$ cat config.mk
export PLATFORM = sky130hd
export DESIGN_NAME = cfa_div_step
export DESIGN_NICKNAME = d
export VERILOG_FILES = /design/src/cfa_pkg.sv /design/src/cfa_div_step.sv
export SDC_FILE = /design/constraint.sdc
export NUM_CORES = 1
export LEC_CHECK = 0
export ABC_CLOCK_PERIOD_IN_PS = 6700
export BUFFER_PORTS_ARGS = -buffer_cell sky130_fd_sc_hd__buf_4
export CORE_AREA = 2 2 281 283
export CTS_CLUSTER_SIZE = 12
export DETAILED_ROUTE_END_ITERATION = 8
export DIE_AREA = 0 0 283 285
export PLACE_DENSITY = 0.44
export SLEW_MARGIN = 5
export SYNTH_ARGS = -nofsm -noshare
export SYNTH_HDL_FRONTEND = slang
export SYNTH_SLANG_ARGS = --single-unit
$ cat constraint.sdc
create_clock -name clk -period 6.7 [get_ports clk]
set_input_delay 1.005 -clock clk [delete_from_list [all_inputs] [get_ports clk]]
set_output_delay 1.005 -clock clk [all_outputs]
set_load 0.005 [all_outputs]
$ cat src/cfa_pkg.sv
// cfa_pkg: shared types and constants for the complex four-operation alu
// used by complex_four_op_alu and cfa_div_step; no dependencies
package cfa_pkg;

  localparam int WORD_BITS_DEF = 32;
  localparam int FRAC_BITS_DEF = 16;
  localparam int THR_W         = 31;

  typedef enum logic [1:0] {
    KIND_ADD = 2'd0,
    KIND_SUB = 2'd1,
    KIND_MUL = 2'd2,
    KIND_DIV = 2'd3
  } cfa_kind_t;

  // control that travels with every item down the pipeline
  typedef struct packed {
    logic valid;
    logic is_div;
    logic dz;
    logic ov;
    logic neg_re;
    logic neg_im;
    logic big_re;
    logic big_im;
  } cfa_ctl_t;

endpackage

$ cat src/cfa_div_step.sv
// cfa_div_step: one registered restoring-division step for both result parts
// depends on cfa_pkg; quotient bit STEP is decided here, others pass through
module cfa_div_step #(
  parameter int WORD_BITS = cfa_pkg::WORD_BITS_DEF,
  parameter int FRAC_BITS = cfa_pkg::FRAC_BITS_DEF,
  parameter int STEP      = 0
) (
  input  logic                                  clk,
  input  logic                                  rst_n,
  input  cfa_pkg::cfa_ctl_t                     in_ctl,
  input  logic [3*WORD_BITS+FRAC_BITS-1:0]      in_rem_re,
  input  logic [3*WORD_BITS+FRAC_BITS-1:0]      in_rem_im,
  input  logic [WORD_BITS-1:0]                  in_q_re,
  input  logic [WORD_BITS-1:0]                  in_q_im,
  input  logic [2*WORD_BITS-1:0]                in_den,
  output cfa_pkg::cfa_ctl_t                     out_ctl,
  output logic [3*WORD_BITS+FRAC_BITS-1:0]      out_rem_re,
  output logic [3*WORD_BITS+FRAC_BITS-1:0]      out_rem_im,
  output logic [WORD_BITS-1:0]                  out_q_re,
  output logic [WORD_BITS-1:0]                  out_q_im,
  output logic [2*WORD_BITS-1:0]                out_den
);
  import cfa_pkg::*;

  localparam int RW = 3*WORD_BITS+FRAC_BITS;

  logic [RW-1:0]        d_sh;
  logic                 ge_re, ge_im;
  logic [RW-1:0]        rem_re_nxt, rem_im_nxt;
  logic [WORD_BITS-1:0] q_re_nxt, q_im_nxt;

  cfa_ctl_t             ctl_r;
  logic [RW-1:0]        rem_re_r, rem_im_r;
  logic [WORD_BITS-1:0] q_re_r, q_im_r;
  logic [2*WORD_BITS-1:0] den_r;

  always_comb begin
    d_sh       = RW'(in_den) << STEP;
    ge_re      = in_rem_re >= d_sh;
    ge_im      = in_rem_im >= d_sh;
    rem_re_nxt = in_rem_re;
    rem_im_nxt = in_rem_im;
    q_re_nxt   = in_q_re;
    q_im_nxt   = in_q_im;
    // non-divide items carry their finished result in the quotient fields
    if (in_ctl.is_div) begin
      q_re_nxt[STEP] = ge_re;
      q_im_nxt[STEP] = ge_im;
      if (ge_re) begin
        rem_re_nxt = in_rem_re - d_sh;
      end
      if (ge_im) begin
        rem_im_nxt = in_rem_im - d_sh;
      end
    end
  end

  always_ff @(posedge clk) begin
    if (!rst_n) begin
      ctl_r <= '0;
    end else begin
      ctl_r <= in_ctl;
    end
  end

  always_ff @(posedge clk) begin
    rem_re_r <= rem_re_nxt;
    rem_im_r <= rem_im_nxt;
    q_re_r   <= q_re_nxt;
    q_im_r   <= q_im_nxt;
    den_r    <= in_den;
  end

  assign out_ctl    = ctl_r;
  assign out_rem_re = rem_re_r;
  assign out_rem_im = rem_im_r;
  assign out_q_re   = q_re_r;
  assign out_q_im   = q_im_r;
  assign out_den    = den_r;

endmodule
==> results of run 1 <==
## final timing paths
| path | from | to | slack, ns | depth (start not counted) |
|---|---|---|---|---|
| max | in_rem_im[0] | out_rem_im[102] | 1.75 | 15 |
| min | in_q_im[16] | out_q_im[16] | 0.51 | 1 |
## state kept, by name (all words and copies together), names as in the netlist
signal and count:
out_q_re 32, out_den 64, out_rem_re 112, out_rem_im 112
out_q_im 32, out_ctl 8
## layout make-up
| type | count | area share |
|---|---|---|
| Inverter | 105 | 0.0145 |
| Timing Repair Buffer | 734 | 0.204 |
| Clock inverter | 19 | 0.00710 |
| Sequential cell | 360 | 0.266 |
| Tap cell | 1050 | 0.0484 |
| Multi-Input combinational cell | 1774 | 0.413 |
| Antenna cell | 9 | 0.000830 |
| Clock buffer | 58 | 0.0459 |
## placed cells by master, fill, tap and decap left out, types with 9 or more instances in the layout
cell type,instances
a211oi_1,14
a21boi_0,10
a21o_1,55
a21oi_1,230
a31oi_1,18
and2_1,23
and3_1,11
buf_4,732
clkbuf_16,46
dfxtp_1,360
diode_2,9
ha_1,128
inv_1,105
nand2_1,246
nand2b_1,19
nand3_1,48
nand4_1,71
nor2_1,194
nor2b_1,14
nor3_1,63
nor4_1,36
o211ai_1,16
o21a_1,17
o21ai_0,146
o21ai_1,32
o21bai_1,29
o31ai_1,13
or2_2,10
or3_1,23
or4_1,11
xnor2_1,112
xor2_1,100
## critical path: cells and delay by family
family          cells  cell delay (ns)
fa+ha+maj           2             0.69
xor+xnor            1             0.18
simple gates        2             0.33
compound gates      7             2.79
buf+inv             3             0.36
## logic make-up (layout without fill, tap and decap cells)
family,Yosys count,in the layout,synth area share
and+or+nand+nor,796,796,0.199
adders and majority gates,130,130,0.0853
xor gates and xnor gates,212,212,0.0965
DFF,360,360,0.375
muxes,3,3,0.00176
other,0,9,0
AOI/OAI and AO/OA,633,633,0.199
buffers and inverters,206,916,0.0433
## per-stage QoR
step	setup slack, ns	instances	utilization	total power, mW	area (um^2)
2_1_floorplan	2.58	2340	-	3.28	19200
3_3_place_gp	1.11	4023	0.329	4.24	25700
3_5_place_dp	1.10	4023	0.329	4.23	25700
4_1_cts	1.74	4100	0.348	6.70	27100
5_1_grt	1.56	4108	0.348	6.94	27100
6_report	1.75	4109	0.348	6.62	27100
## per-layer routing
layer,track usage,vias up
li1,-,9657
met1,0.288,9468
met2,0.390,625
met3,0.0357,91
met4,0.0606,2
met5,0,-
## where the power goes
group / switching (mW) / internal, mW / total, mW / leakage, nW
clock network: 1.04 / 1.40 / 2.43 / 0.697
registers: 0.0779 / 2.35 / 2.43 / 3.04
logic: 0.981 / 0.779 / 1.76 / 8.37
total: 2.09 / 4.53 / 6.62 / 12.1
==> impl_metrics.yaml, run 1 <==
pwr:
  vdd_ir_drop_max_uv: 140
  powerDensity_nw_per_um2: 244
  p_leak_nw: 12.1
die:
  die_h_um: 285
  core_area_um2: 78000
  num_rows: 103
  ios: 722
  dieWidth_um: 283
  start_util: 0.247
  die-area_um2: 80700
synth:
  yosys-top-cells-area: "dfxtp_1, ha_1, a21oi_1"
  synth_ff_type: "dfxtp_1"
  netlist_instances: 2340
  yosysTopAreaCellShare: 0.375
  synth-seq-cells: 360
  syn_nets: 2832
  synth_cell_types: 76
  synth_most_common_cell: "dfxtp_1"
  avgSynthCellArea_um2: 8.22
  synth_edf_count: 0
  yosys.area.top_type: "dfxtp_1"
  syn-cell-area_um2: 19200
  async_flop_share: 0
  yosysSeqAreaShare: 0.375
  synth_warnings: 0
  synth_commonest_cells: "dfxtp_1, nand2_1, a21oi_1"
critical_path:
  crit_arrival_ns: 5.39
  required_ns: 7.15
  crit_type: "in2reg"
  crit_chain: "buf_4, inv_1, ha_1, fa_1, nand2b_1, a21o_1, a211o_1, a2111oi_0, o21ai_0, a21oi_1, buf_4, a21oi_1, o21ai_2, nor4_1, xor2_1"
  max_stage_delay_ns: 0.95
  crit_path_end_kind: "flip-flop"
  cp_slowest_cell: "a2111oi_0"
  cp_max_fo: 12
  cp-start-kind: "primary input"
finish:
  regArea_um2: 7210
  nets: 3513
  area_growth_pct: 41.0
  fillCellCount: 8316
  multi_input_area_um2: 11200
  layout-drive-gt1-share: 0.275
place:
  port_buffers: 721
  gp_congestion: 0.941
  dp_hpwl_um: 80100
global_route:
  grt_max_degree: 103
  grt-ovfl-total: 0
  antenna_found_initial: 10
  grt_pass1_vias: 20000
  grt_usage: 0.225
  grt_pass1_wl_um: 136000
clocking:
  htreeDepth: 2
  cts_buffers: 46
  holdBufCountCts: 0
  cts_buffer_depth: 3
  postCtsSetupBuffers: 0
  cts_tree: "done"
  cts.clk_slew.worst_paths_ns: 0.06
  cts_sinks: 360
  cts-root-buf: "clkbuf_16"
  cts.repair.resized: 0
drt:
  met1Wirelength_um: 41600
  wire_per_inst_um: 23.1
  ant_nets: 0
  wl_um: 95000
  drcViolationCount: 0
  num_vias: 19800
  drt_iter0_drc: 1364
  firstDrtPassIters: 6
  highest_layer: "met5"
  routed_via_density: 4.83
  routed-wl-met2_um: 46700
  wl_met3_um: 4600
sta:
  drv_slew: 0
  max_slew_margin: 0.279
  worst_pin_slew_ns: 1.05
  holdWs_ns: 0.513
  setup_viol: 0
  period_share: 0.738
  fin_setup_tns_ns: 0
  fin_crit_ns: 4.95
  hold_viol_final: 0
  rsz0062_at_grt: "no"
  fmax_mhz: 202
run_status:
  status: "complete, no violations"
hold_path:
  min_path_type: "in2reg"
run:
  maxCapViolCount: 0
Note: power is estimated with default switching activity, not from simulation.
==> inputs of run 2 (changes only) <==
--- a/config.mk
+++ b/config.mk
@@ -5,13 +5,13 @@
 export SDC_FILE = /design/constraint.sdc
 export NUM_CORES = 1
 export LEC_CHECK = 0
-export ABC_CLOCK_PERIOD_IN_PS = 6700
+export ABC_CLOCK_PERIOD_IN_PS = 4200
 export BUFFER_PORTS_ARGS = -buffer_cell sky130_fd_sc_hd__buf_4
 export CORE_AREA = 2 2 281 283
 export CTS_CLUSTER_SIZE = 12
 export DETAILED_ROUTE_END_ITERATION = 8
 export DIE_AREA = 0 0 283 285
-export PLACE_DENSITY = 0.44
+export PLACE_DENSITY = 0.46
 export SLEW_MARGIN = 5
 export SYNTH_ARGS = -nofsm -noshare
 export SYNTH_HDL_FRONTEND = slang
==> constraint.sdc (replaced) <==
create_clock -name clk -period 4.2 [get_ports clk]
set_input_delay 0.63 -clock clk [delete_from_list [all_inputs] [get_ports clk]]
set_output_delay 0.63 -clock clk [all_outputs]
set_load 0.005 [all_outputs]
==> run 2 against run 1 <==
- hold slack lost 0.37 ns
- global-route usage hardly changed
- critical path depth grew 2
==> impl_metrics.yaml, run 2 (synthesized netlist as in run 1, its figures left out) <==
drt:
  drt_iter0_drc: 1289
  wl_um: 94900
  wire_per_inst_um: 22.2
  routed_via_density: 4.75
  firstDrtPassIters: 5
  drcViolationCount: 0
  num_vias: 20300
  ant_nets: 0
pwr:
  p_leak_nw: 13.0
  vdd_ir_drop_max_uv: 214
  powerDensity_nw_per_um2: 379
clocking:
  cts-root-buf: "clkbuf_16"
  htreeDepth: 2
  holdBufCountCts: 0
  cts_sinks: 360
  cts_tree: "done"
  cts_buffers: 46
  postCtsSetupBuffers: 0
  cts.clk_slew.worst_paths_ns: 0.06
  cts_buffer_depth: 3
global_route:
  grt_pass1_vias: 20800
  grt-ovfl-total: 0
  antenna_found_initial: 5
  grt_usage: 0.224
  grt_pass1_wl_um: 137000
  grt_max_degree: 58
die:
  ios: 722
  start_util: 0.247
  num_rows: 103
  die-area_um2: 80700
  core_area_um2: 78000
  dieWidth_um: 283
  die_h_um: 285
sta:
  fin_setup_tns_ns: 0
  hold_viol_final: 0
  fmax_mhz: 253
  fin_crit_ns: 3.95
  setup_viol: 0
  max_slew_margin: 0.477
  drv_slew: 0
  worst_pin_slew_ns: 0.782
  rsz0062_at_grt: "no"
  period_share: 0.940
finish:
  layout-drive-gt1-share: 0.314
  area_growth_pct: 47.9
  final_core_util: 0.365
  layout_commonest_cell: "buf_4"
  layout_common_cells: "buf_4, dfxtp_1, nand2_1, a21oi_1, nor2_1"
  nets: 3680
  fillCellCount: 8219
run_status:
  status: "complete, no violations"
place:
  gp_congestion: 0.907
  dp_hpwl_um: 80900
  port_buffers: 721
critical_path:
  required_ns: 4.72
  crit_type: "in2reg"
  cp-start-kind: "primary input"
  cp_max_fo: 3
  crit_path_end_kind: "flip-flop"
  crit_arrival_ns: 4.47
hold_path:
  min_path_type: "in2reg"
run:
  maxCapViolCount: 0
-- run 2: cell count changes in the layout (fill, tap and decap cells not counted), moves of 2 or more --
cell	delta
a2111oi_0	-2
a2111oi_1	+2
buf_12	+4
buf_4	+163
clkbuf_8	+5
clkinv_2	+4
clkinvlp_4	-2
diode_2	-8
-- run 2: cell type report --
cell class                 count  area [um^2]  share of cell area
antenna                        1         2.50           0.0000879
inverter                     105          394              0.0139
sequential                   360         7210               0.253
tap                         1050         1310              0.0462
timing repair buffer         901         6840               0.240
clock buffer                  63         1340              0.0470
multi-input combinational   1774        11200               0.394
clock inverter                18          143             0.00501
-- run 2: worst paths after layout --
kind	start	to	slack [ns]	depth (start not counted)
max	in_den[0]	out_rem_im[84]	0.25	17
min	in_q_re[30]	out_q_re[30]	0.14	1
-- run 2: layer usage --
metal / up-vias / GRT usage / routed length, um
met5: - / 0 / 39
met4: 6 / 0.0581 / 2350
met3: 114 / 0.0406 / 4810
met2: 600 / 0.388 / 46200
met1: 9630 / 0.286 / 41500
li1: 9963 / - / -
-- run 2: metrics by stage --
stage / power, mW / hold slack [ns] / cells / setup slack [ns] / cell area [um^2]
2_1_floorplan: 5.24 / 0.658 / 2340 / 0.453 / 19200
3_3_place_gp: 6.93 / 0.734 / 4190 / -0.441 / 27000
3_5_place_dp: 6.92 / 0.735 / 4190 / -0.478 / 27000
4_1_cts: 10.9 / 0.101 / 4271 / 0.136 / 28400
5_1_grt: 11.3 / 0.107 / 4272 / 0.0882 / 28500
6_report: 10.8 / 0.138 / 4272 / 0.250 / 28500
-- run 2: repair_timing --
item / in CTS / in global routing
endpoints found under the setup margin: 0 / 8
gates resized for setup: 0 / 2
hold endpoints to repair: 0 / 0
-- run 2: report_power, final --
group          switching (mW)  internal (mW)  leakage, nW
logic                    1.60           1.38         9.20
registers               0.119           3.75         3.04
clock network            1.64           2.29        0.734
total                    3.36           7.42         13.0
-- run 2: critical path, stage by stage --
cell and delay (ns):
buf_4 0.14, ha_1 0.21, fa_1 0.40, nand2b_1 0.18
a21o_1 0.21, buf_4 0.15, a211o_1 0.29, a2111oi_1 0.55
buf_4 0.20, nor2_1 0.05, o21ai_0 0.45, buf_4 0.21
a41oi_1 0.17, and3_1 0.26, buf_4 0.17, nand2_1 0.07
xnor2_1 0.11
==> inputs of run 3 (changes only) <==
--- a/config.mk
+++ b/config.mk
@@ -7,11 +7,10 @@
 export LEC_CHECK = 0
 export ABC_CLOCK_PERIOD_IN_PS = 4200
 export BUFFER_PORTS_ARGS = -buffer_cell sky130_fd_sc_hd__buf_4
-export CORE_AREA = 2 2 281 283
+export CORE_AREA = 2 2 280 282
 export CTS_CLUSTER_SIZE = 12
 export DETAILED_ROUTE_END_ITERATION = 8
-export DIE_AREA = 0 0 283 285
-export PLACE_DENSITY = 0.46
+export DIE_AREA = 0 0 282 284
 export SLEW_MARGIN = 5
 export SYNTH_ARGS = -nofsm -noshare
 export SYNTH_HDL_FRONTEND = slang
==> run 3 against run 2 <==
- first-iteration DRC count is 5.7% lower
- count of clock-buffer cells in the layout is 7 lower
- clock power is 6.4% higher
- critical path depth is 1 lower
- critical path type unchanged
- highest routed layer unchanged
==> impl_metrics.yaml, run 3 (synthesized netlist as in run 1, its figures left out) <==
run_status:
  status: "complete, no violations"
finish:
  fin_area_um2: 28500
  layout_commonest_cell: "buf_4"
  area_growth_pct: 48.2
  nets: 3675
  regArea_um2: 7210
  multi_input_area_um2: 11200
  layout_common_cells: "buf_4, dfxtp_1, nand2_1, a21oi_1, nor2_1"
  fillCellCount: 7985
  layout-drive-gt1-share: 0.313
clocking:
  cts-root-buf: "clkbuf_16"
  cts_buffers: 45
  holdBufCountCts: 0
  htreeDepth: 2
  cts.repair.resized: 0
  cts_sinks: 360
  cts.clk_slew.worst_paths_ns: 0.06
  cts_buffer_depth: 3
  postCtsSetupBuffers: 0
  cts_tree: "done"
hold_path:
  min_path_type: "in2reg"
  min_from: "in_q_im[8]"
global_route:
  antenna_found_initial: 20
  grt_pass1_wl_um: 130000
  grt_usage: 0.218
  grt_max_degree: 91
  grt-ovfl-total: 0
  grt_pass1_vias: 20200
critical_path:
  crit_type: "in2reg"
  crit_arrival_ns: 4.39
  required_ns: 4.67
  critPathLaunch: "in_den[23]"
  cp-start-kind: "primary input"
  cp_max_fo: 11
  crit_path_end_kind: "flip-flop"
die:
  dieWidth_um: 282
  ios: 722
  num_rows: 102
  die-area_um2: 80100
  core_area_um2: 77000
  die_h_um: 284
  start_util: 0.250
pwr:
  p_total_mw: 11.0
  sw_frac_of_total: 0.308
  pwr-share-clk: 0.380
  combinationalPowerShare: 0.267
  powerDensity_nw_per_um2: 385
  p_leak_nw: 13.0
  pwr-share-seq: 0.353
  p_switching_mw: 3.38
  internal-power_mw: 7.60
  vdd_ir_drop_max_uv: 290
run:
  maxCapViolCount: 0
sta:
  fin_crit_ns: 3.92
  worst_pin_slew_ns: 0.714
  holdWs_ns: 0.129
  max_slew_margin: 0.521
  setup_viol: 0
  fmax_mhz: 255
  period_share: 0.933
  fin_setup_tns_ns: 0
  hold_viol_final: 0
  rsz0062_at_grt: "no"
  drv_slew: 0
drt:
  firstDrtPassIters: 5
  wl_um: 91500
  drt_iter0_drc: 1215
  drcViolationCount: 0
  wire_per_inst_um: 21.4
  num_vias: 20400
  ant_nets: 0
  routed_via_density: 4.77
place:
  dp_hpwl_um: 77400
  gp_congestion: 0.953
  placedInstanceArea_um2: 26900
  port_buffers: 721
## run 3: final cells by class
type / instances / area share
clock buffer: 56 / 0.0431
multi-input combinational: 1774 / 0.394
antenna: 15 / 0.00132
inverter: 105 / 0.0138
tap: 1040 / 0.0457
sequential: 360 / 0.253
clock inverter: 24 / 0.0122
timing repair buffer: 897 / 0.238
## run 3: worst max-delay path, cell delays in order
cell,delay [ns]
buf_4,0.10
inv_1,0.09
ha_1,0.31
buf_4,0.15
nand4_1,0.18
nor4_1,0.38
buf_4,0.21
nand4_1,0.12
a221oi_1,0.46
a2111oi_1,0.18
nor2_1,0.27
a31oi_4,0.13
or4_1,0.54
buf_4,0.20
o31ai_1,0.34
nand2_1,0.09
## run 3: metrics by stage
step | setup WS (ns) | std cells | utilization
floorplan | 0.453 | 2340 | -
global placement | -0.314 | 4176 | 0.349
detailed placement | -0.377 | 4176 | 0.349
CTS | 0.251 | 4256 | 0.370
global route | 0.116 | 4268 | 0.370
finish | 0.280 | 4271 | 0.370
## run 3: metal layers
metal | global-route usage | vias up | routed length, um
met5 | 0 | - | 51
met4 | 0.109 | 8 | 3990
met3 | 0.0487 | 168 | 5790
met2 | 0.347 | 694 | 41900
met1 | 0.275 | 9514 | 39800
li1 | - | 9989 | -
## run 3: worst paths after layout
kind / cells after the start / to
setup / recovery: 16 / out_rem_re[102]
hold / removal: 1 / out_q_im[8]
## run 3: power groups by stage
stage / clock, mW / sequential (mW) / combinational [mW]
final: 4.17 / 3.88 / 2.94
after global routing: 4.41 / 3.90 / 3.18
after CTS: 4.28 / 3.88 / 2.93
after detailed placement: 0 / 3.95 / 2.92
after global placement: 0 / 3.95 / 2.92
after floorplan: 0 / 3.95 / 1.29
